**src/rtl/core/wiep_pkg.sv**
```systemverilog
// Package with the shared types, codes and rate table of the information element parser.
package wiep_pkg;

   // Parse phase of the element walk.
   typedef enum logic [1:0] {
      PH_TYPE = 2'd0,
      PH_LEN  = 2'd1,
      PH_DATA = 2'd2
   } parse_phase_type;

   // Element type codes.
   localparam logic [7:0] IE_TYPE_SSID  = 8'd0;
   localparam logic [7:0] IE_TYPE_RATES = 8'd1;

   // Result kind codes.
   localparam logic [1:0] KIND_SSID_HDR  = 2'd0;
   localparam logic [1:0] KIND_SSID_BYTE = 2'd1;
   localparam logic [1:0] KIND_RATES_HDR = 2'd2;
   localparam logic [1:0] KIND_RATE      = 2'd3;

   // One input item.
   typedef struct packed {
      logic [7:0]  ie_byte;
      logic        first_byte;
      logic [15:0] buffer_len;
   } req_item_type;

   // One result item.
   typedef struct packed {
      logic [1:0] kind;
      logic [7:0] count_or_index;
      logic [7:0] data_byte;
      logic [5:0] rate_whole;
      logic [3:0] rate_tenths;
      logic       basic_rate;
   } rsp_item_type;

   // Decoded rate in whole and tenth Mbps.
   typedef struct packed {
      logic [5:0] whole;
      logic [3:0] tenths;
   } rate_type;

   // Rate table lookup on the low seven bits of a rate code; unknown codes give zero.
   function automatic rate_type decode_rate(input logic [6:0] code);
      rate_type r;
      r = '0;
      case (code)
         7'd2:    r.whole = 6'd1;
         7'd4:    r.whole = 6'd2;
         7'd11: begin
            r.whole  = 6'd5;
            r.tenths = 4'd5;
         end
         7'd12:   r.whole = 6'd6;
         7'd18:   r.whole = 6'd9;
         7'd22:   r.whole = 6'd11;
         7'd24:   r.whole = 6'd12;
         7'd36:   r.whole = 6'd18;
         7'd44:   r.whole = 6'd22;
         7'd48:   r.whole = 6'd24;
         7'd66:   r.whole = 6'd33;
         7'd72:   r.whole = 6'd36;
         7'd96:   r.whole = 6'd48;
         7'd108:  r.whole = 6'd54;
         default: r = '0;
      endcase
      return r;
   endfunction

endpackage

```
**src/rtl/core/wiep_ifs.sv**
```systemverilog
// Valid/ready channel interfaces for the parser's input and result items.
interface wiep_req_if;
   logic        valid;
   logic        ready;
   logic [7:0]  ie_byte;
   logic        first_byte;
   logic [15:0] buffer_len;

   modport source (output valid, output ie_byte, output first_byte, output buffer_len,
                   input ready);
   modport sink   (input valid, input ie_byte, input first_byte, input buffer_len,
                   output ready);
endinterface

interface wiep_rsp_if;
   logic       valid;
   logic       ready;
   logic [1:0] kind;
   logic [7:0] count_or_index;
   logic [7:0] data_byte;
   logic [5:0] rate_whole;
   logic [3:0] rate_tenths;
   logic       basic_rate;

   modport source (output valid, output kind, output count_or_index, output data_byte,
                   output rate_whole, output rate_tenths, output basic_rate,
                   input ready);
   modport sink   (input valid, input kind, input count_or_index, input data_byte,
                   input rate_whole, input rate_tenths, input basic_rate,
                   output ready);
endinterface

```
**src/rtl/core/wiep_parse_core.sv**
```systemverilog
// Parse state registers and the single-pass logic that handles one buffer byte.
module wiep_parse_core #(
   parameter int SSID_MAX = 32
) (
   input  logic                  clock,
   input  logic                  reset,
   input  logic                  step_en,
   input  wiep_pkg::req_item_type item,
   output logic                  emit,
   output wiep_pkg::rsp_item_type result
);
   import wiep_pkg::*;

   localparam logic [7:0] SSID_MAX_B = 8'(SSID_MAX);

   parse_phase_type phase_ff, phase_in;
   logic [15:0] pos_ff, pos_in;
   logic [15:0] total_ff, total_in;
   logic [7:0]  kind_ff, kind_in;
   logic [7:0]  left_ff, left_in;
   logic [7:0]  index_ff, index_in;
   logic        stopped_ff, stopped_in;

   // Current view of the state: a first byte restarts the parse before the byte is used.
   parse_phase_type cur_phase;
   logic [15:0] cur_pos, cur_total, remain, after_len;
   logic [7:0]  cur_kind, cur_left, cur_index, left_dec;
   logic        cur_stopped;
   rate_type    rate;

   always_comb begin
      cur_phase   = item.first_byte ? PH_TYPE : phase_ff;
      cur_pos     = item.first_byte ? 16'd0 : pos_ff;
      cur_total   = item.first_byte ? item.buffer_len : total_ff;
      cur_kind    = item.first_byte ? 8'd0 : kind_ff;
      cur_left    = item.first_byte ? 8'd0 : left_ff;
      cur_index   = item.first_byte ? 8'd0 : index_ff;
      cur_stopped = item.first_byte ? 1'b0 : stopped_ff;
      remain      = cur_total - cur_pos;
      after_len   = remain - 16'd1;
      left_dec    = cur_left - 8'd1;
      rate        = decode_rate(item.ie_byte[6:0]);
   end

   // Next state and the result for the byte.
   always_comb begin
      phase_in   = cur_phase;
      pos_in     = cur_pos;
      total_in   = cur_total;
      kind_in    = cur_kind;
      left_in    = cur_left;
      index_in   = cur_index;
      stopped_in = cur_stopped;
      emit       = 1'b0;
      result     = '0;

      if (!cur_stopped && cur_pos < cur_total) begin
         case (cur_phase)
            PH_LEN: begin
               if ({8'd0, item.ie_byte} > after_len) begin
                  stopped_in = 1'b1;
               end else begin
                  left_in  = item.ie_byte;
                  index_in = 8'd0;
                  pos_in   = cur_pos + 16'd1;
                  phase_in = (item.ie_byte != 8'd0) ? PH_DATA : PH_TYPE;
                  if (cur_kind == IE_TYPE_SSID) begin
                     emit                  = 1'b1;
                     result.kind           = KIND_SSID_HDR;
                     result.count_or_index = (item.ie_byte > SSID_MAX_B) ? SSID_MAX_B
                                                                        : item.ie_byte;
                  end else if (cur_kind == IE_TYPE_RATES) begin
                     emit                  = 1'b1;
                     result.kind           = KIND_RATES_HDR;
                     result.count_or_index = item.ie_byte;
                  end
               end
            end
            PH_DATA: begin
               if (cur_kind == IE_TYPE_SSID) begin
                  if (cur_index < SSID_MAX_B) begin
                     emit                  = 1'b1;
                     result.kind           = KIND_SSID_BYTE;
                     result.count_or_index = cur_index;
                     result.data_byte      = item.ie_byte;
                  end
               end else if (cur_kind == IE_TYPE_RATES) begin
                  emit                  = 1'b1;
                  result.kind           = KIND_RATE;
                  result.count_or_index = cur_index;
                  result.data_byte      = item.ie_byte;
                  result.rate_whole     = rate.whole;
                  result.rate_tenths    = rate.tenths;
                  result.basic_rate     = item.ie_byte[7];
               end
               index_in = cur_index + 8'd1;
               left_in  = left_dec;
               pos_in   = cur_pos + 16'd1;
               if (left_dec == 8'd0) begin
                  phase_in = PH_TYPE;
               end
            end
            default: begin
               // Type byte; an unused phase code behaves the same way.
               if (remain < 16'd2) begin
                  stopped_in = 1'b1;
               end else begin
                  kind_in  = item.ie_byte;
                  phase_in = PH_LEN;
                  pos_in   = cur_pos + 16'd1;
               end
            end
         endcase
      end
   end

   // State registers advance only when the byte is consumed.
   always_ff @(posedge clock) begin
      if (reset) begin
         phase_ff   <= PH_TYPE;
         pos_ff     <= 16'd0;
         total_ff   <= 16'd0;
         kind_ff    <= 8'd0;
         left_ff    <= 8'd0;
         index_ff   <= 8'd0;
         stopped_ff <= 1'b0;
      end else if (step_en) begin
         phase_ff   <= phase_in;
         pos_ff     <= pos_in;
         total_ff   <= total_in;
         kind_ff    <= kind_in;
         left_ff    <= left_in;
         index_ff   <= index_in;
         stopped_ff <= stopped_in;
      end
   end

endmodule

```
**src/rtl/core/wifi_info_element_parser.sv**
```systemverilog
// Top level of the information element parser: input register, parse core, result register.
//
//   Channel   Role    Handshake        Payload
//   req_ch    sink    valid / ready    ie_byte, first_byte, buffer_len
//   rsp_ch    source  valid / ready    kind, count_or_index, data_byte, rate fields
//
// Each byte is held in the input register and parsed combinationally; its result, if any, is
// registered in the result register; one byte is taken per cycle unless the result stalls.
// Reset is synchronous and returns the parse to the type phase with a zero length.
// A stalled result register holds the byte in the input register; both stages keep
// their contents, and a byte is accepted whenever the input register moves on.
module wifi_info_element_parser #(
   parameter int SSID_MAX = 32
) (
   input  logic            clock,
   input  logic            reset,
   wiep_req_if.sink        req_ch,
   wiep_rsp_if.source      rsp_ch
);
   import wiep_pkg::*;

   logic         in_valid_ff, in_valid_in;
   req_item_type in_item_ff;
   logic         out_valid_ff, out_valid_in;
   rsp_item_type out_item_ff;
   logic         out_free, step_en, emit;
   rsp_item_type result;

   // Handshake: the byte in the input register is parsed once the result register has room.
   assign out_free      = !out_valid_ff || rsp_ch.ready;
   assign step_en       = in_valid_ff && out_free;
   assign req_ch.ready  = !in_valid_ff || step_en;
   assign in_valid_in   = req_ch.ready ? req_ch.valid : in_valid_ff;
   assign out_valid_in  = out_free ? (step_en && emit) : out_valid_ff;

   wiep_parse_core #(
      .SSID_MAX (SSID_MAX)
   ) u_core (
      .clock   (clock),
      .reset   (reset),
      .step_en (step_en),
      .item    (in_item_ff),
      .emit    (emit),
      .result  (result)
   );

   // Valid flags.
   always_ff @(posedge clock) begin
      if (reset) begin
         in_valid_ff  <= 1'b0;
         out_valid_ff <= 1'b0;
      end else begin
         in_valid_ff  <= in_valid_in;
         out_valid_ff <= out_valid_in;
      end
   end

   // Payload registers.
   always_ff @(posedge clock) begin
      if (req_ch.ready) begin
         in_item_ff.ie_byte    <= req_ch.ie_byte;
         in_item_ff.first_byte <= req_ch.first_byte;
         in_item_ff.buffer_len <= req_ch.buffer_len;
      end
      if (step_en && emit) begin
         out_item_ff <= result;
      end
   end

   // Result channel outputs.
   assign rsp_ch.valid          = out_valid_ff;
   assign rsp_ch.kind           = out_item_ff.kind;
   assign rsp_ch.count_or_index = out_item_ff.count_or_index;
   assign rsp_ch.data_byte      = out_item_ff.data_byte;
   assign rsp_ch.rate_whole     = out_item_ff.rate_whole;
   assign rsp_ch.rate_tenths    = out_item_ff.rate_tenths;
   assign rsp_ch.basic_rate     = out_item_ff.basic_rate;

endmodule
```
**src/flat_wrapper.sv**
```systemverilog
// flat-port wrapper written by rule: the top's interface ports become plain ports
module wifi_info_element_parser_flat import wiep_pkg::*;
#(
   parameter int SSID_MAX = 32
)
  (clock, reset, req_ch_valid, req_ch_ie_byte, req_ch_first_byte, req_ch_buffer_len, req_ch_ready, rsp_ch_valid, rsp_ch_kind, rsp_ch_count_or_index, rsp_ch_data_byte, rsp_ch_rate_whole, rsp_ch_rate_tenths, rsp_ch_basic_rate, rsp_ch_ready);
  wiep_req_if req_ch_i ();
  wiep_rsp_if rsp_ch_i ();
  input  logic clock;
  input  logic reset;
  input wire logic [$bits(req_ch_i.valid)-1:0] req_ch_valid;
  input wire logic [$bits(req_ch_i.ie_byte)-1:0] req_ch_ie_byte;
  input wire logic [$bits(req_ch_i.first_byte)-1:0] req_ch_first_byte;
  input wire logic [$bits(req_ch_i.buffer_len)-1:0] req_ch_buffer_len;
  output wire logic [$bits(req_ch_i.ready)-1:0] req_ch_ready;
  output wire logic [$bits(rsp_ch_i.valid)-1:0] rsp_ch_valid;
  output wire logic [$bits(rsp_ch_i.kind)-1:0] rsp_ch_kind;
  output wire logic [$bits(rsp_ch_i.count_or_index)-1:0] rsp_ch_count_or_index;
  output wire logic [$bits(rsp_ch_i.data_byte)-1:0] rsp_ch_data_byte;
  output wire logic [$bits(rsp_ch_i.rate_whole)-1:0] rsp_ch_rate_whole;
  output wire logic [$bits(rsp_ch_i.rate_tenths)-1:0] rsp_ch_rate_tenths;
  output wire logic [$bits(rsp_ch_i.basic_rate)-1:0] rsp_ch_basic_rate;
  input wire logic [$bits(rsp_ch_i.ready)-1:0] rsp_ch_ready;
  assign req_ch_i.valid = req_ch_valid;
  assign req_ch_i.ie_byte = req_ch_ie_byte;
  assign req_ch_i.first_byte = req_ch_first_byte;
  assign req_ch_i.buffer_len = req_ch_buffer_len;
  assign req_ch_ready = req_ch_i.ready;
  assign rsp_ch_valid = rsp_ch_i.valid;
  assign rsp_ch_kind = rsp_ch_i.kind;
  assign rsp_ch_count_or_index = rsp_ch_i.count_or_index;
  assign rsp_ch_data_byte = rsp_ch_i.data_byte;
  assign rsp_ch_rate_whole = rsp_ch_i.rate_whole;
  assign rsp_ch_rate_tenths = rsp_ch_i.rate_tenths;
  assign rsp_ch_basic_rate = rsp_ch_i.basic_rate;
  assign rsp_ch_i.ready = rsp_ch_ready;
  wifi_info_element_parser #(.SSID_MAX(SSID_MAX)) u_core (.clock(clock), .reset(reset), .req_ch(req_ch_i), .rsp_ch(rsp_ch_i));
endmodule
```
**config.mk**
```make
export PLATFORM = sky130hd
export DESIGN_NAME = wifi_info_element_parser_flat
export DESIGN_NICKNAME = d
export VERILOG_FILES = /design/src/rtl/core/wiep_pkg.sv /design/src/rtl/core/wiep_ifs.sv /design/src/rtl/core/wiep_parse_core.sv /design/src/rtl/core/wifi_info_element_parser.sv /design/src/flat_wrapper.sv
export SDC_FILE = /design/constraint.sdc
export NUM_CORES = 1
export LEC_CHECK = 0
export BUFFER_PORTS_ARGS = -buffer_cell sky130_fd_sc_hd__buf_2
export CAP_MARGIN = 40
export CORE_MARGIN = 5
export CORE_UTILIZATION = 29
export DETAILED_ROUTE_END_ITERATION = 8
export GPL_ROUTABILITY_DRIVEN = 0
export PLACE_DENSITY = 0.43
export SYNTH_ARGS = -nofsm -noshare
export SYNTH_HDL_FRONTEND = slang
export SYNTH_SLANG_ARGS = --single-unit
export TNS_END_PERCENT = 100
```
**constraint.sdc**
```tcl
create_clock -name clock -period 6.6 [get_ports clock]
set_input_delay 1.32 -clock clock [delete_from_list [all_inputs] [get_ports clock]]
set_output_delay 1.32 -clock clock [all_outputs]
set_load 0.05 [all_outputs]
```
Yosys cells after proc, flatten, opt, wreduce, memory -nomap -nowiden
Index checks and enable logic that the tools add are counted.

operators by class
  $add $sub $neg = 5
  $lt $le $gt $ge = 5
  eq/ne operators = 17
  multiplexer cells = 47
  bitwise operators = 3
  reduce and logical (&&, ||, !) cells = 14

operator list
  operator                 number
  $mux W8                  11
  $pmux W6 S14             1
  $mux W16                 5
  $pmux W16 S2             1
  $pmux W8 S2              2
  $mux W10                 3
  $mux W29                 1
  $eq A7 B7 Y1 const B     4
  $eq A7 B5 Y1 const B     3
  $eq A7 B6 Y1 const B     3
  $pmux W10 S2             1
  $mux W18                 1
  $mux W17                 1
  $add A16 B1 Y16 const B  1
  $gt A8 B16 Y1            1
  $logic_not A8 Y1         2
  $lt A16 B16 Y1           1
  $lt A16 B2 Y1 const B    1
  $sub A16 B1 Y16 const B  1
  $sub A16 B16 Y16         1
  $eq A7 B4 Y1 const B     2
  $mux W2                  6
  $mux W1                  10
  $add A8 B1 Y8 const B    1
  other kinds (19)         27

word-level totals
  register bits = 115
  output and inout bits = 31
  logic and storage cells = 109

Depth between registers and ports, before layout
Gate-level depths: netlist of the first run.

  depth after elaboration = 8
  mapped depth = 26
  depth with buffers taken out = 21

By module
Synthesis of the first run repeated with hierarchy kept, for this count alone.

unflattened totals
  cells, all modules = 824
  area total of the unflattened synthesis = 7,290.7 um^2

by module, submodules not included
  module                    instances  cells each  area each (um^2)  seq. area each (um^2)
  wiep_parse_core           1          760         5,569.1           1,181.1
  wifi_info_element_parser  1          64          1,721.7           1,661.6

Worst setup path before layout of the first run
No wires, ideal clock.

  path kind = register -> register
  start = register u_core.in_item_ff[16] (netlist bit)
  end = register u_core.out_item_ff (netlist bit u_core.rsp_ch.basic_rate), enable pin
  library setup time = 0.418 ns
  arrival time = 5.854 ns
  path slack = 0.328 ns
  cell stages (with the launch flop) = 23
  path buffers = 4
  cells stage by stage = edfxtp_1 clkbuf_1 buf_1 clkbuf_1 mux2i_1 ha_1 fa_1 nand2b_1 a21oi_1 xnor2_1 or3_1 or2_2 xor2_1 ha_1 nand4_1 o22ai_1 o31ai_1 o211ai_1 nand4b_1 o31a_1 buf_6 o21ai_0 a21oi_1

between the ends
  word-level cells in the longest chain between the ends = 8
  elaborated cells between the ends (all ways) = 25
  classes of those cells = 2 x add/sub; 3 x order compare; 3 x eq/ne; 13 x mux; 4 x reduce/logical

RTL lines
  what                                              line                                                                 source
  from (decl)                                       wifi_info_element_parser.sv:23                                       req_item_type in_item_ff;
  $mux W16, or another cell as far along            wiep_parse_core.sv:34                                                cur_total = item.first_byte ? item.buffer_len : total_ff;
  $sub A16 B16 Y16 or $eq A8 B1 Y1 (tied branches)  wiep_parse_core.sv:39, wiep_parse_core.sv:72, wiep_parse_core.sv:87
  $sub A16 B1 Y16 or $mux W1 (tied branches)        wiep_parse_core.sv:40, wiep_parse_core.sv:72, wiep_parse_core.sv:87
  $gt A8 B16 Y1 or $mux W1 (tied branches)          wiep_parse_core.sv:60, wiep_parse_core.sv:67
  $mux W1                                           wiep_parse_core.sv:60                                                if ({8'd0, item.ie_byte} > after_len) begin
  $pmux W1 S2                                       wiep_parse_core.sv:58                                                case (cur_phase)
  $mux W1 *                                         wiep_parse_core.sv:57                                                if (!cur_stopped && cur_pos < cur_total) begin
  $logic_and A1 B1 Y1 *                             wifi_info_element_parser.sv:65                                       if (step_en && emit) begin
  to (signal assigned)                              wifi_info_element_parser.sv:66                                       out_item_ff <= result;
  to (decl)                                         wifi_info_element_parser.sv:25                                       rsp_item_type out_item_ff;

Every way passes the cells marked *; elsewhere a longest branch is shown, timed or not.
A chain may end at the register's enable or synchronous reset.

Final worst setup path of the first run
  start = register u_core.in_item_ff[16] (netlist bit)
  end = register u_core.out_item_ff (netlist bit u_core.rsp_ch.count_or_index[2]), data pin

between the ends
  word-level cells in the longest chain between the ends = 6
  elaborated cells between the ends (all ways) = 24
  classes of those cells = 2 x add/sub; 3 x order compare; 3 x eq/ne; 13 x mux; 3 x reduce/logical

RTL lines
  what                                              line
  $mux W16, or another cell as far along            wiep_parse_core.sv:34
  $sub A16 B16 Y16 or $eq A8 B1 Y1 (tied branches)  wiep_parse_core.sv:39, wiep_parse_core.sv:72, wiep_parse_core.sv:87
  $sub A16 B1 Y16 or $mux W10 (tied branches)       wiep_parse_core.sv:40, wiep_parse_core.sv:72
  $gt A8 B16 Y1 or $mux W10 (tied branches)         wiep_parse_core.sv:60, wiep_parse_core.sv:67
  $mux W10                                          wiep_parse_core.sv:60
  $pmux W10 S2                                      wiep_parse_core.sv:58

Several ways; a longest one is shown, not always the timed one.

==> impl_results.md, run 1 <==
* Status: finished clean
* Die Wd at around 170 µm
* Finish-stage setup viols at 0
* Core footprint at around 26000 µm²
* Most frequent cell after synthesis: nand2_1
* Clock Path Buffers at 2
* Pwr Density at around 200 nW/µm²
* Worst endpoint required time at ~6.7 ns
* Initial core utilization at 0.296
* Ys Warns at 0
* DP Wirelength at roughly 18000 µm
* WL/cell at about 20 µm
* CP Class: flop to flop
* N_diodes at 0
* Routed vias/inst at around 5.5
* Max IR drop VDD at ~0.1 mV
* CP max FO at 22
* Hold Crit Class: flop to flop
* Synth Flop Type: dfxtp_1
* DR pass1 iterations at 5
* Final TNS setup at 0 ns
* Routed wire length at about 25000 µm
* Synth cell types at 85
* I/O pin total at 60
* Min Tclk post-route at between 5 and 6 ns
* Nets at around 1000
* First-pass GRT wire length at roughly 40000 µm
* # Post-CTS Setup Buffers at 0
* DRC at 0
* Clk Latency, worst-skew pair at 0.37 ns
* Maximum Capacitance Violations at 0
* Register area share after synthesis at 0.356
* Number of cells upsized or downsized after cts at 0
* DR vias at a little over 7000
* Post-place setup slack at around 0.8 ns
* Synth cell count leaders: nand2_1 (100), nor2_1 (73), a21oi_1 (72), dfxtp_1 (61), edfxtp_1 (51)
* Vias in the first global route at between 6000 and 7000
* Number of synthesized flops with an enable pin at 51
* Setup crit end kind: flop
* Post-Synthesis Cell Area at slightly below 8000 µm²
* TritonCTS clock tree: yes
* Initial antenna violation count at 0
* RR Startpoint: u_core.in_item_ff[16]
* Final Cycle Share at 0.872
* Post-synthesis instance total at 910
* FF+latch count, synth at roughly 110
* Hold_buf cts at 0
* Total global routing overflow at 0
* Clock Sinks at 112
* Measured slew at the worst slew-check pin at just over 0.8 ns
* Starting DRC count in detailed routing at 490
* Largest net degree at the start of global routing at 54
* Final Hold Vio Count at 0
* LEAKAGE at 3.11 nW
* Top cells by area, synth: edfxtp_1 (20%), dfxtp_1 (16%), ha_1 (5.0%)
* Max-slew headroom at 0.458
* Clock slew at reported path FFs at about 0.090 ns
* Syn avg cell area at 8.50 µm²
* CP Data Arrival Time at around 6 ns
* CTS Buf Count at 9
* Die area at 30000 µm²
* Async SR Flop Fraction at 0
* Hold Startpoint: u_core.u_core.total_ff[13]
* Worst setup startpoint: u_core.in_item_ff[16]
* Unrepaired setup endpoints after global routing: no
* Share of cells above drive strength 1 at 0.141
* Gr usage total at 0.163
* Final worst setup slack at about 0.84 ns
* Row count at 59
* Fill cell count at approximately 2800
* Die Ht at roughly 170 µm
* Clock root buffer: clkbuf_16
* IO Port Bufs at 57
* Worst Skew at about 0.011 ns
* Dominant cell type by area after synthesis: edfxtp_1
* Fin. max-slew vios at 0
* DRT antenna net count at 0
* H-tree Lvls at 3
* Startpoint Class: flop
* Area Growth Syn to Fin at 12.3%
* Synth top area share at 0.198
* Fmax at around 170 MHz
## sequential cells by signal, indices dropped and copies added (netlist names)
signal / flops
u_core.u_core.phase_ff: 2
u_core.rsp_ch.data_byte: 8
u_core.in_item_ff: 25
u_core.rsp_ch.rate_whole: 6
u_core.rsp_ch.valid: 1
u_core.u_core.kind_ff: 8
u_core.rsp_ch.rate_tenths: 1
u_core.u_core.left_ff: 8
u_core.u_core.total_ff: 16
u_core.u_core.index_ff: 8
u_core.rsp_ch.basic_rate: 1
u_core.u_core.stopped_ff: 1
u_core.in_valid_ff: 1
u_core.rsp_ch.count_or_index: 8
u_core.rsp_ch.kind: 2
u_core.u_core.pos_ff: 16
## cells in the final DEF, fill, tap and decap left out, drive strengths merged, types with 6 or more instances in the layout
| cell | netlist | routed |
|---|---|---|
| nor3 | 36 | 36 |
| o211ai | 11 | 11 |
| a31oi | 9 | 9 |
| nor3b | 9 | 9 |
| inv | 24 | 27 |
| a211oi | 13 | 13 |
| a21o | 7 | 7 |
| a22o | 14 | 14 |
| mux2 | 15 | 15 |
| a221o | 9 | 9 |
| a21oi | 73 | 73 |
| nand2b | 14 | 14 |
| nand2 | 100 | 100 |
| mux2i | 11 | 11 |
| nor2 | 75 | 75 |
| o32ai | 7 | 7 |
| nand3 | 29 | 29 |
| buf | 16 | 83 |
| xor2 | 10 | 10 |
| and2 | 12 | 12 |
| o21ai | 45 | 45 |
| nand4 | 9 | 9 |
| clkbuf | 44 | 9 |
| o31ai | 6 | 6 |
| nor2b | 17 | 17 |
| xnor2 | 15 | 15 |
| dfxtp | 61 | 61 |
| ha | 31 | 31 |
| nor4 | 13 | 13 |
| or3 | 9 | 9 |
| and3 | 18 | 18 |
| edfxtp | 51 | 51 |
| a211o | 6 | 6 |
## logic make-up after synthesis
| logic type | share of synthesized area |
|---|---|
| compound gates | 0.240 |
| buf+inv | 0.0467 |
| flops | 0.356 |
| simple gates | 0.240 |
| xor+xnor | 0.0283 |
| mux | 0.0361 |
| other cells | 0.000485 |
| fa+ha+maj | 0.0527 |
## final cells by class
class                      count  area [µm²]  area share
sequential                   112        2750       0.317
inverter                      25        93.8      0.0108
clock inverter                 7        80.1     0.00922
timing repair buffer          83         480      0.0553
multi-input combinational    714        4640       0.534
tap                          335         419      0.0482
clock buffer                   9         225      0.0259
## critical path: stages (launching register included)
cell and delay [ns]:
edfxtp_1 0.72, buf_4 0.38, nor2_1 0.16, ha_1 0.23
fa_1 0.39, nand2b_1 0.24, a21oi_1 0.20, xnor2_1 0.11
or3_1 0.41, or2_2 0.34, xor2_1 0.16, ha_1 0.29
nand4_1 0.14, nor2_1 0.07, o31ai_1 0.25, o211ai_1 0.12
nand4b_1 0.21, buf_4 0.22, o31a_1 0.26, buf_4 0.17
nor4b_2 0.19, a22o_1 0.25
## path summary, 6_finish.rpt
path | to | slack (ns) | depth (start not counted)
worst max-delay path | u_core.rsp_ch.count_or_index[2] | 0.84 | 21
worst min register to register | u_core.u_core.total_ff[13] | 0.46 | 2
worst min-delay path | u_core.u_core.total_ff[13] | 0.46 | 2
worst max register to register | u_core.rsp_ch.count_or_index[2] | 0.84 | 21
## per-stage QoR
| step | instances | total power, mW | cell area (µm²) | hold slack [ns] | utilization |
|---|---|---|---|---|---|
| after floorplan | 911 | 1.05 | 7740 | 0.425 | - |
| after detailed placement | 1269 | 1.16 | 8380 | 0.444 | 0.321 |
| after global routing | 1285 | 1.83 | 8690 | 0.476 | 0.332 |
| final | 1285 | 1.74 | 8690 | 0.456 | 0.332 |
| after global placement | 1269 | 1.17 | 8380 | 0.441 | 0.321 |
| after CTS | 1285 | 1.76 | 8690 | 0.457 | 0.332 |
## layer usage
metal / up-vias / global-route usage / routed length, µm
li1: 3493 / - / -
met1: 3440 / 0.228 / 11800
met2: 160 / 0.271 / 11900
met3: 21 / 0.0218 / 1040
met4: 0 / 0.0343 / 328
met5: - / 0 / 0
## report_power, final
group / switching (mW) / leakage [nW] / internal, mW
logic: 0.246 / 1.98 / 0.141
clock network: 0.316 / 0.146 / 0.273
registers: 0.0205 / 0.983 / 0.739
(Power assumes the default switching activity.)
==> inputs of run 2 (changes only) <==
--- a/config.mk
+++ b/config.mk
@@ -9,10 +9,12 @@
 export CAP_MARGIN = 40
 export CORE_MARGIN = 5
 export CORE_UTILIZATION = 29
+export CTS_BUF_LIST = sky130_fd_sc_hd__clkbuf_8
 export DETAILED_ROUTE_END_ITERATION = 8
 export GPL_ROUTABILITY_DRIVEN = 0
 export PLACE_DENSITY = 0.43
 export SYNTH_ARGS = -nofsm -noshare
 export SYNTH_HDL_FRONTEND = slang
+export SYNTH_HIERARCHICAL = 1
 export SYNTH_SLANG_ARGS = --single-unit
 export TNS_END_PERCENT = 100
==> impl_results.md, run 2 <==
* Status: finished clean
* Clock slew at reported path FFs at 0.07 ns
* Highest metal used: met4
* Post-route cell area at slightly above 8000 µm²
* Clock Sinks at approximately 120
* Routed wire length at between 20000 and 25000 µm
* Vias in the first global route at around 6100
* Finish-stage setup viols at 0
* Core footprint at between 20000 and 25000 µm²
* CP peak stage delay at 0.58 ns
* Area Growth Syn to Fin at 12.8%
* Final worst setup slack at 0.791 ns
* Clk Latency, worst-skew pair at approximately 0.46 ns
* Maximum Capacitance Violations at 0
* LEAKAGE at 2.98 nW
* CTS Buf Count at 17
* Most frequent cells in the layout: nor2_1 (103), nand2_1 (67), dfxtp_1 (61), buf_2 (59), edfxtp_1 (54)
* Hold Startpoint: u_core/u_core/stopped_ff
* Post-synthesis instance total at ~800
* Measured slew at the worst slew-check pin at 0.896 ns
* Async SR Flop Fraction at 0
* Ys Warns at 6
* Number of synthesized flops with an enable pin at 54
* DRC at 0
* DP Wirelength at around 15000 µm
* Max-slew headroom at 0.393
* Final Hold Vio Count at 0
* Final TNS setup at 0 ns
* Unrepaired setup endpoints after global routing: no
* CP Data Arrival Time at ~6 ns
* CP Class: flop to flop
* Pwr Density at between 200 and 250 nW/µm²
* Post-place setup slack at 0.816 ns
* Initial core utilization at 0.292
* Largest registers: u_core/in_item_ff x25, u_core/u_core/pos_ff x16, u_core/u_core/total_ff x16
* Met2 wire length at a little over 10000 µm
* WP buf/inv at 3
* Power Total at around 1.9 mW
* Stages on the worst setup path at 21
* Top cells by area, synth: edfxtp_1 (22%), dfxtp_1 (17%), nor2_1 (5.3%)
* DRT antenna net count at 0
* Syn avg cell area at around 9 µm²
* Synth cell types at 91
* Synth top area share at 0.222
* Routed vias/inst at around 5
* Worst endpoint required time at 6.72 ns
* Met1 layer wirelength in the final routing at between 9000 and 10000 µm
* Total global routing overflow at 0
* Critical path's top delay family: compound AO/OA/AOI/OAI gates
* Die area at 28400 µm²
* TritonCTS clock tree: yes
* Final Cycle Share at 0.880
* Share of cells above drive strength 1 at 0.164
* Startpoint Class: flop
* Starting DRC count in detailed routing at about 320
* Min Tclk post-route at 5.81 ns
* Die Ht at 169 µm
* Crit path top cell by count: buf_4
* Fmax at 172 MHz
* Number of cells upsized or downsized after cts at 0
* CP max FO at 29
* IO Port Bufs at 59
* DR pass1 iterations at 5
* Row count at 58
* First-pass GRT wire length at about 34000 µm
* Gr usage total at 0.150
* Clock Path Buffers at 2
* Reg2Reg Setup Slack at roughly 0.79 ns
* N_diodes at 0
* Register area at approximately 2800 µm²
* Hold Crit Class: flop to flop
* Die Wd at between 150 and 200 µm
* Post-Synthesis Cell Area at 7290 µm²
* Fin. max-slew vios at 0
* Crit path cell chain: buf_4 -> mux2_2 -> ha_1 -> nor2b_1 -> o22a_1 -> or3_1 -> a211oi_1 -> o2111a_1 -> nor2_1 -> ha_1 -> and3_1 -> a21boi_0 -> o31ai_1 -> nor4b_4 -> a31oi_1 -> buf_4 -> nand2_1 -> a21oi_1 -> nand2_1 -> nor2b_4 -> buf_4
* Met3 WL at about 930 µm
* Dominant cell type by area after synthesis: edfxtp_1
* # Post-CTS Setup Buffers at 0
* Initial antenna violation count at 0
* Setup crit end kind: flop
* FF+latch count, synth at roughly 120
* Largest net degree at the start of global routing at 50
* DR vias at around 6000
* Max reg flops at 25
* WHS Endpoint: u_core/u_core/stopped_ff
* Worst Skew at between 0.01 and 0.015 ns
* Placed cell area at 7840 µm²
* Synth cell count leaders: nor2_1 (103), nand2_1 (67), dfxtp_1 (61), edfxtp_1 (54), inv_1 (40)
* Slowest cell on the critical path: a211oi_1
* Most frequent cell after synthesis: nor2_1
* H-tree Lvls at 4
* Reg with most FFs: u_core/in_item_ff
* Synth Flop Type: dfxtp_1
* Nets at approximately 930
* Hold_buf cts at 0
* Fill cell count at 2647
* R2r worst-path depth at 21
* Clock root buffer: clkbuf_8
* RR Startpoint: u_core/in_item_ff[16]
* WL/cell at ~18 µm
* Max IR drop VDD at 0.103 mV
* Register area share after synthesis at 0.390
* Area of the multi-input gates at just over 4000 µm²
* Hold Crit Depth at 2
* Most common library cell in the layout ignoring fill and taps: nor2_1
* I/O pin total at 60
* RR Endpoint: u_core/rsp_ch.count_or_index[1]
-- run 2: cell types whose count changed after synthesis, sizes merged, moves of 8 or more --
| cell | change |
|---|---|
| a22oi | +17 |
| inv | +16 |
| nor3 | -13 |
| nor2 | +28 |
| clkbuf | -13 |
| a22o | -10 |
| a221o | -8 |
| a21oi | -33 |
| o22ai | +12 |
| nand2 | -33 |
-- run 2: area by class of cell --
type                       instances  area share
clock buffer                      18      0.0301
clock inverter                    14      0.0169
inverter                          40      0.0183
multi-input combinational        623       0.494
sequential                       115       0.346
tap                              330      0.0502
timing repair buffer              69      0.0450
-- run 2: cell families after synthesis --
family,count (synthesis),share of synthesized area
AO/OA/AOI/OAI,206,0.205
XOR/XNOR,22,0.0275
adder cells (fa/ha/maj),31,0.0542
buffers and inverters,87,0.0547
flip-flops,115,0.390
multiplexers,18,0.0271
other,1,0.000514
AND/OR/NAND/NOR,344,0.241
-- run 2: worst register-to-register path, delay by kind of cell, from the launching register on --
kind / cells / cell delay, ns
and+or+nand+nor: 8 / 1.18
adders and majority gates: 2 / 0.64
AOI/OAI and AO/OA: 7 / 2.02
DFF: 1 / 0.37
buffers and inverters: 3 / 0.89
muxes: 1 / 0.40
-- run 2: how the worst max path moves through the flow --
| stage | from | end | slack, ns |
|---|---|---|---|
| 2_1_floorplan | u_core/in_item_ff[16] | u_core/rsp_ch.basic_rate | 0.03 |
| 3_3_place_gp | u_core/in_item_ff[16] | u_core/rsp_ch.rate_tenths[3] | 0.95 |
| 3_5_place_dp | u_core/in_item_ff[16] | u_core/rsp_ch.rate_whole[5] | 0.82 |
| 4_1_cts | u_core/in_item_ff[16] | u_core/rsp_ch.data_byte[2] | 0.78 |
| 5_1_grt | u_core/in_item_ff[16] | u_core/u_core/pos_ff[14] | 0.32 |
| 6_report | u_core/in_item_ff[16] | u_core/rsp_ch.count_or_index[1] | 0.79 |
-- run 2: stage by stage --
stage	std cells	utilization	hold WS (ns)
2_1_floorplan	825	-	0.432
3_3_place_gp	1177	0.314	0.448
3_5_place_dp	1177	0.314	0.455
4_1_cts	1209	0.329	0.465
5_1_grt	1209	0.329	0.482
6_report	1209	0.329	0.466
-- run 2: routing by layer --
layer / global-route usage / up-vias
li1: - / 3106
met3: 0.0334 / 25
met4: 0.0399 / 0
met5: 0 / -
met1: 0.196 / 2909
met2: 0.253 / 136
-- run 2: power breakdown --
part	total [mW]	switching, mW	internal (mW)	leakage [nW]
logic	0.398	0.249	0.149	1.78
clock network	0.664	0.322	0.342	0.194
registers	0.788	0.0237	0.764	1.01
total	1.85	0.595	1.26	2.98
==> inputs of run 3 (changes only) <==
--- a/config.mk
+++ b/config.mk
@@ -5,6 +5,7 @@
 export SDC_FILE = /design/constraint.sdc
 export NUM_CORES = 1
 export LEC_CHECK = 0
+export ABC_AREA = 1
 export BUFFER_PORTS_ARGS = -buffer_cell sky130_fd_sc_hd__buf_2
 export CAP_MARGIN = 40
 export CORE_MARGIN = 5
==> impl_results.md, run 3 <==
* Flop pwr share at 0.402
* Die Ht at 174 µm
* RR Endpoint: u_core/rsp_ch.rate_whole[2]
* Syn avg cell area at a little under 7 µm²
* Max IR drop VDD at ~0.11 mV
* CP max FO at 29
* Post-synthesis instance total at 1123
* Synth Flop Type: dfxtp_1
* Area Growth Syn to Fin at 13.2%
* # Post-CTS Setup Buffers at 0
* Min Tclk post-route at approximately 5.2 ns
* Internal power at between 1 and 1.5 mW
* Fin. max-slew vios at 0
* Core footprint at 26700 µm²
* Reg with most FFs: u_core/in_item_ff
* Share of cells above drive strength 1 at 0.119
* Die Wd at around 170 µm
* Finish-stage setup viols at 0
* CP Class: flop to flop
* DRC at 0
* Initial core utilization at 0.291
* Most common library cell in the layout ignoring fill and taps: nand2_1
* Worst Skew at 0.0179 ns
* Max reg flops at 25
* WP buf/inv at 7
* Routed vias/inst at just under 5
* Nets at around 1200
* IO Port Bufs at between 50 and 60
* Post-Synthesis Cell Area at about 7800 µm²
* Status: finished clean
* Synth cell count leaders: nand2_1 (281), inv_1 (158), a21oi_1 (102), o21ai_0 (91), nor2_1 (86)
* Synth cell types at 47
* Total global routing overflow at 0
* RR Startpoint: u_core/in_item_ff[16]
* H-tree Lvls at 4
* Maximum Capacitance Violations at 0
* Gr usage total at 0.158
* TritonCTS clock tree: yes
* Fmax at around 190 MHz
* Clock share of power at 0.339
* Clk Latency, worst-skew pair at around 0.45 ns
* Clock root buffer: clkbuf_8
* Dominant cell type by area after synthesis: edfxtp_1
* I/O pin total at 60
* Starting DRC count in detailed routing at roughly 450
* Measured slew at the worst slew-check pin at roughly 0.75 ns
* Largest registers: u_core/in_item_ff x25, u_core/u_core/pos_ff x16, u_core/u_core/total_ff x16
* Combinational Power Share at 0.259
* Crit path top cell by count: nand2_1
* CP peak stage delay at ~0.48 ns
* Startpoint Class: flop
* Number of synthesized flops with an enable pin at 54
* Register area share after synthesis at 0.365
* FF+latch count, synth at about 120
* Switching Power at 0.713 mW
* WL/cell at ~16 µm
* Clock Sinks at 115
* Most frequent cells in the layout: nand2_1 (281), inv_1 (157), a21oi_1 (102), o21ai_0 (91), nor2_1 (85)
* Worst endpoint required time at between 6 and 7 ns
* N_diodes at 0
* Post-route insts no fill at between 1500 and 2000
* CTS Buf Count at 17
* Slowest cell on the critical path: edfxtp_1
* Reg2Reg Setup Slack at ~1.4 ns
* Vias in the first global route at just over 7000
* Unrepaired setup endpoints after global routing: no
* R2r worst-path depth at 29
* Ys Warns at 6
* Routed wire length at between 20000 and 25000 µm
* Final Cycle Share at 0.781
* Setup crit end kind: flop
* Synth top area share at 0.208
* Critical path's top delay family: simple AND/OR/NAND/NOR gates
* LEAKAGE at between 4 and 5 nW
* First-pass GRT wire length at around 38000 µm
* WHS Endpoint: u_core/u_core/phase_ff[0]
* DR pass1 iterations at 8
* Sw Share at 0.358
* Number of cells upsized or downsized after cts at 0
* DR vias at around 7300
* Hold Startpoint: u_core/u_core/phase_ff[0]
* Final TNS setup at 0 ns
* Pwr Density at about 230 nW/µm²
* Most frequent cell after synthesis: nand2_1
* Clock Path Buffers at 2
* Row count at 60
* Final Hold Vio Count at 0
* Clock slew at reported path FFs at about 0.080 ns
* DP Wirelength at between 15000 and 20000 µm
* Hold Crit Class: flop to flop
* Hold_buf cts at 0
* Die area at a little over 30000 µm²
* CP Data Arrival Time at 5.27 ns
* Async SR Flop Fraction at 0
* Placed insts at ~1500
* Largest net degree at the start of global routing at 67
* Top cells by area, synth: edfxtp_1 (21%), dfxtp_1 (16%), nand2_1 (14%)
* Max-slew headroom at 0.499
* Hold Crit Depth at 2
* DRT antenna net count at 0
* Initial antenna violation count at 0
==> run 3: cell types whose count changed in the layout (fill, tap and decap cells not counted), moves of 15 or more <==
cell | previous run | this run
a21oi_1 | 39 | 102
a22oi_1 | 20 | 1
and2_1 | 16 | 0
and3_1 | 16 | 1
inv_1 | 42 | 157
nand2_1 | 67 | 281
nand3_1 | 30 | 66
nor2_1 | 103 | 85
nor2b_1 | 16 | 0
o21ai_0 | 28 | 91
==> run 3: how the worst max path moves through the flow <==
stage	cells after the start	start	endpoint	slack [ns]
2_1_floorplan	33	u_core/in_item_ff[16]	u_core/rsp_ch.basic_rate	0.86
3_3_place_gp	29	u_core/in_item_ff[16]	u_core/rsp_ch.data_byte[7]	1.58
3_5_place_dp	29	u_core/in_item_ff[16]	u_core/rsp_ch.basic_rate	1.46
4_1_cts	29	u_core/in_item_ff[16]	u_core/rsp_ch.rate_tenths[0]	1.42
5_1_grt	29	u_core/in_item_ff[16]	u_core/rsp_ch.data_byte[1]	0.88
6_report	29	u_core/in_item_ff[16]	u_core/rsp_ch.rate_whole[2]	1.45
==> run 3: cell families (layout without fill, tap and decap cells) <==
kind of cell / Yosys count / after routing / share of synthesized area
compound gates: 239 / 239 / 0.165
xor+xnor: 24 / 24 / 0.0289
fa+ha+maj: 31 / 31 / 0.0508
buf+inv: 207 / 263 / 0.106
flops: 115 / 115 / 0.365
mux: 1 / 1 / 0.00129
other cells: 1 / 2 / 0.000482
simple gates: 505 / 505 / 0.282
==> run 3: per-stage QoR <==
step                instance area (µm²)  utilization  setup WS [ns]  hold WS (ns)  power (mW)
CTS                                8820        0.330           1.42         0.469        2.03
finish                             8820        0.330           1.45         0.467        1.99
floorplan                          7800            -          0.858         0.445        1.20
global placement                   8370        0.313           1.58         0.455        1.33
global route                       8820        0.330          0.881         0.490        2.12
detailed placement                 8430        0.315           1.46         0.457        1.33
==> run 3: metal layers <==
layer / track usage / up-vias / wire [µm]
met5: 0 / - / 0
met4: 0.0406 / 0 / 232
met3: 0.0266 / 13 / 933
met2: 0.266 / 172 / 11200
met1: 0.210 / 3359 / 11600
li1: - / 3796 / -
==> run 3: power by group through the flow <==
stage | Sequential [mW] | Clock (mW) | Combinational, mW
finish | 0.801 | 0.676 | 0.516
CTS | 0.801 | 0.708 | 0.519
global placement | 0.817 | 0 | 0.514
global route | 0.805 | 0.728 | 0.590
floorplan | 0.808 | 0 | 0.391
detailed placement | 0.817 | 0 | 0.517
==> run 3: worst min-delay path: cells and delay by family, from the launching register on <==
kind	cells	cell delay, ns
flip-flops	1	0.31
AO/OA/AOI/OAI	1	0.05
AND/OR/NAND/NOR	1	0.06
==> run 3: cell type report <==
cell class	instances	area, µm²
clock buffers	17	234
clock inverters	15	156
fillers	2956	17900
inverters	162	608
multi-input cells	802	4140
flip-flops and latches	115	2840
well taps	341	427
repair buffers	69	410
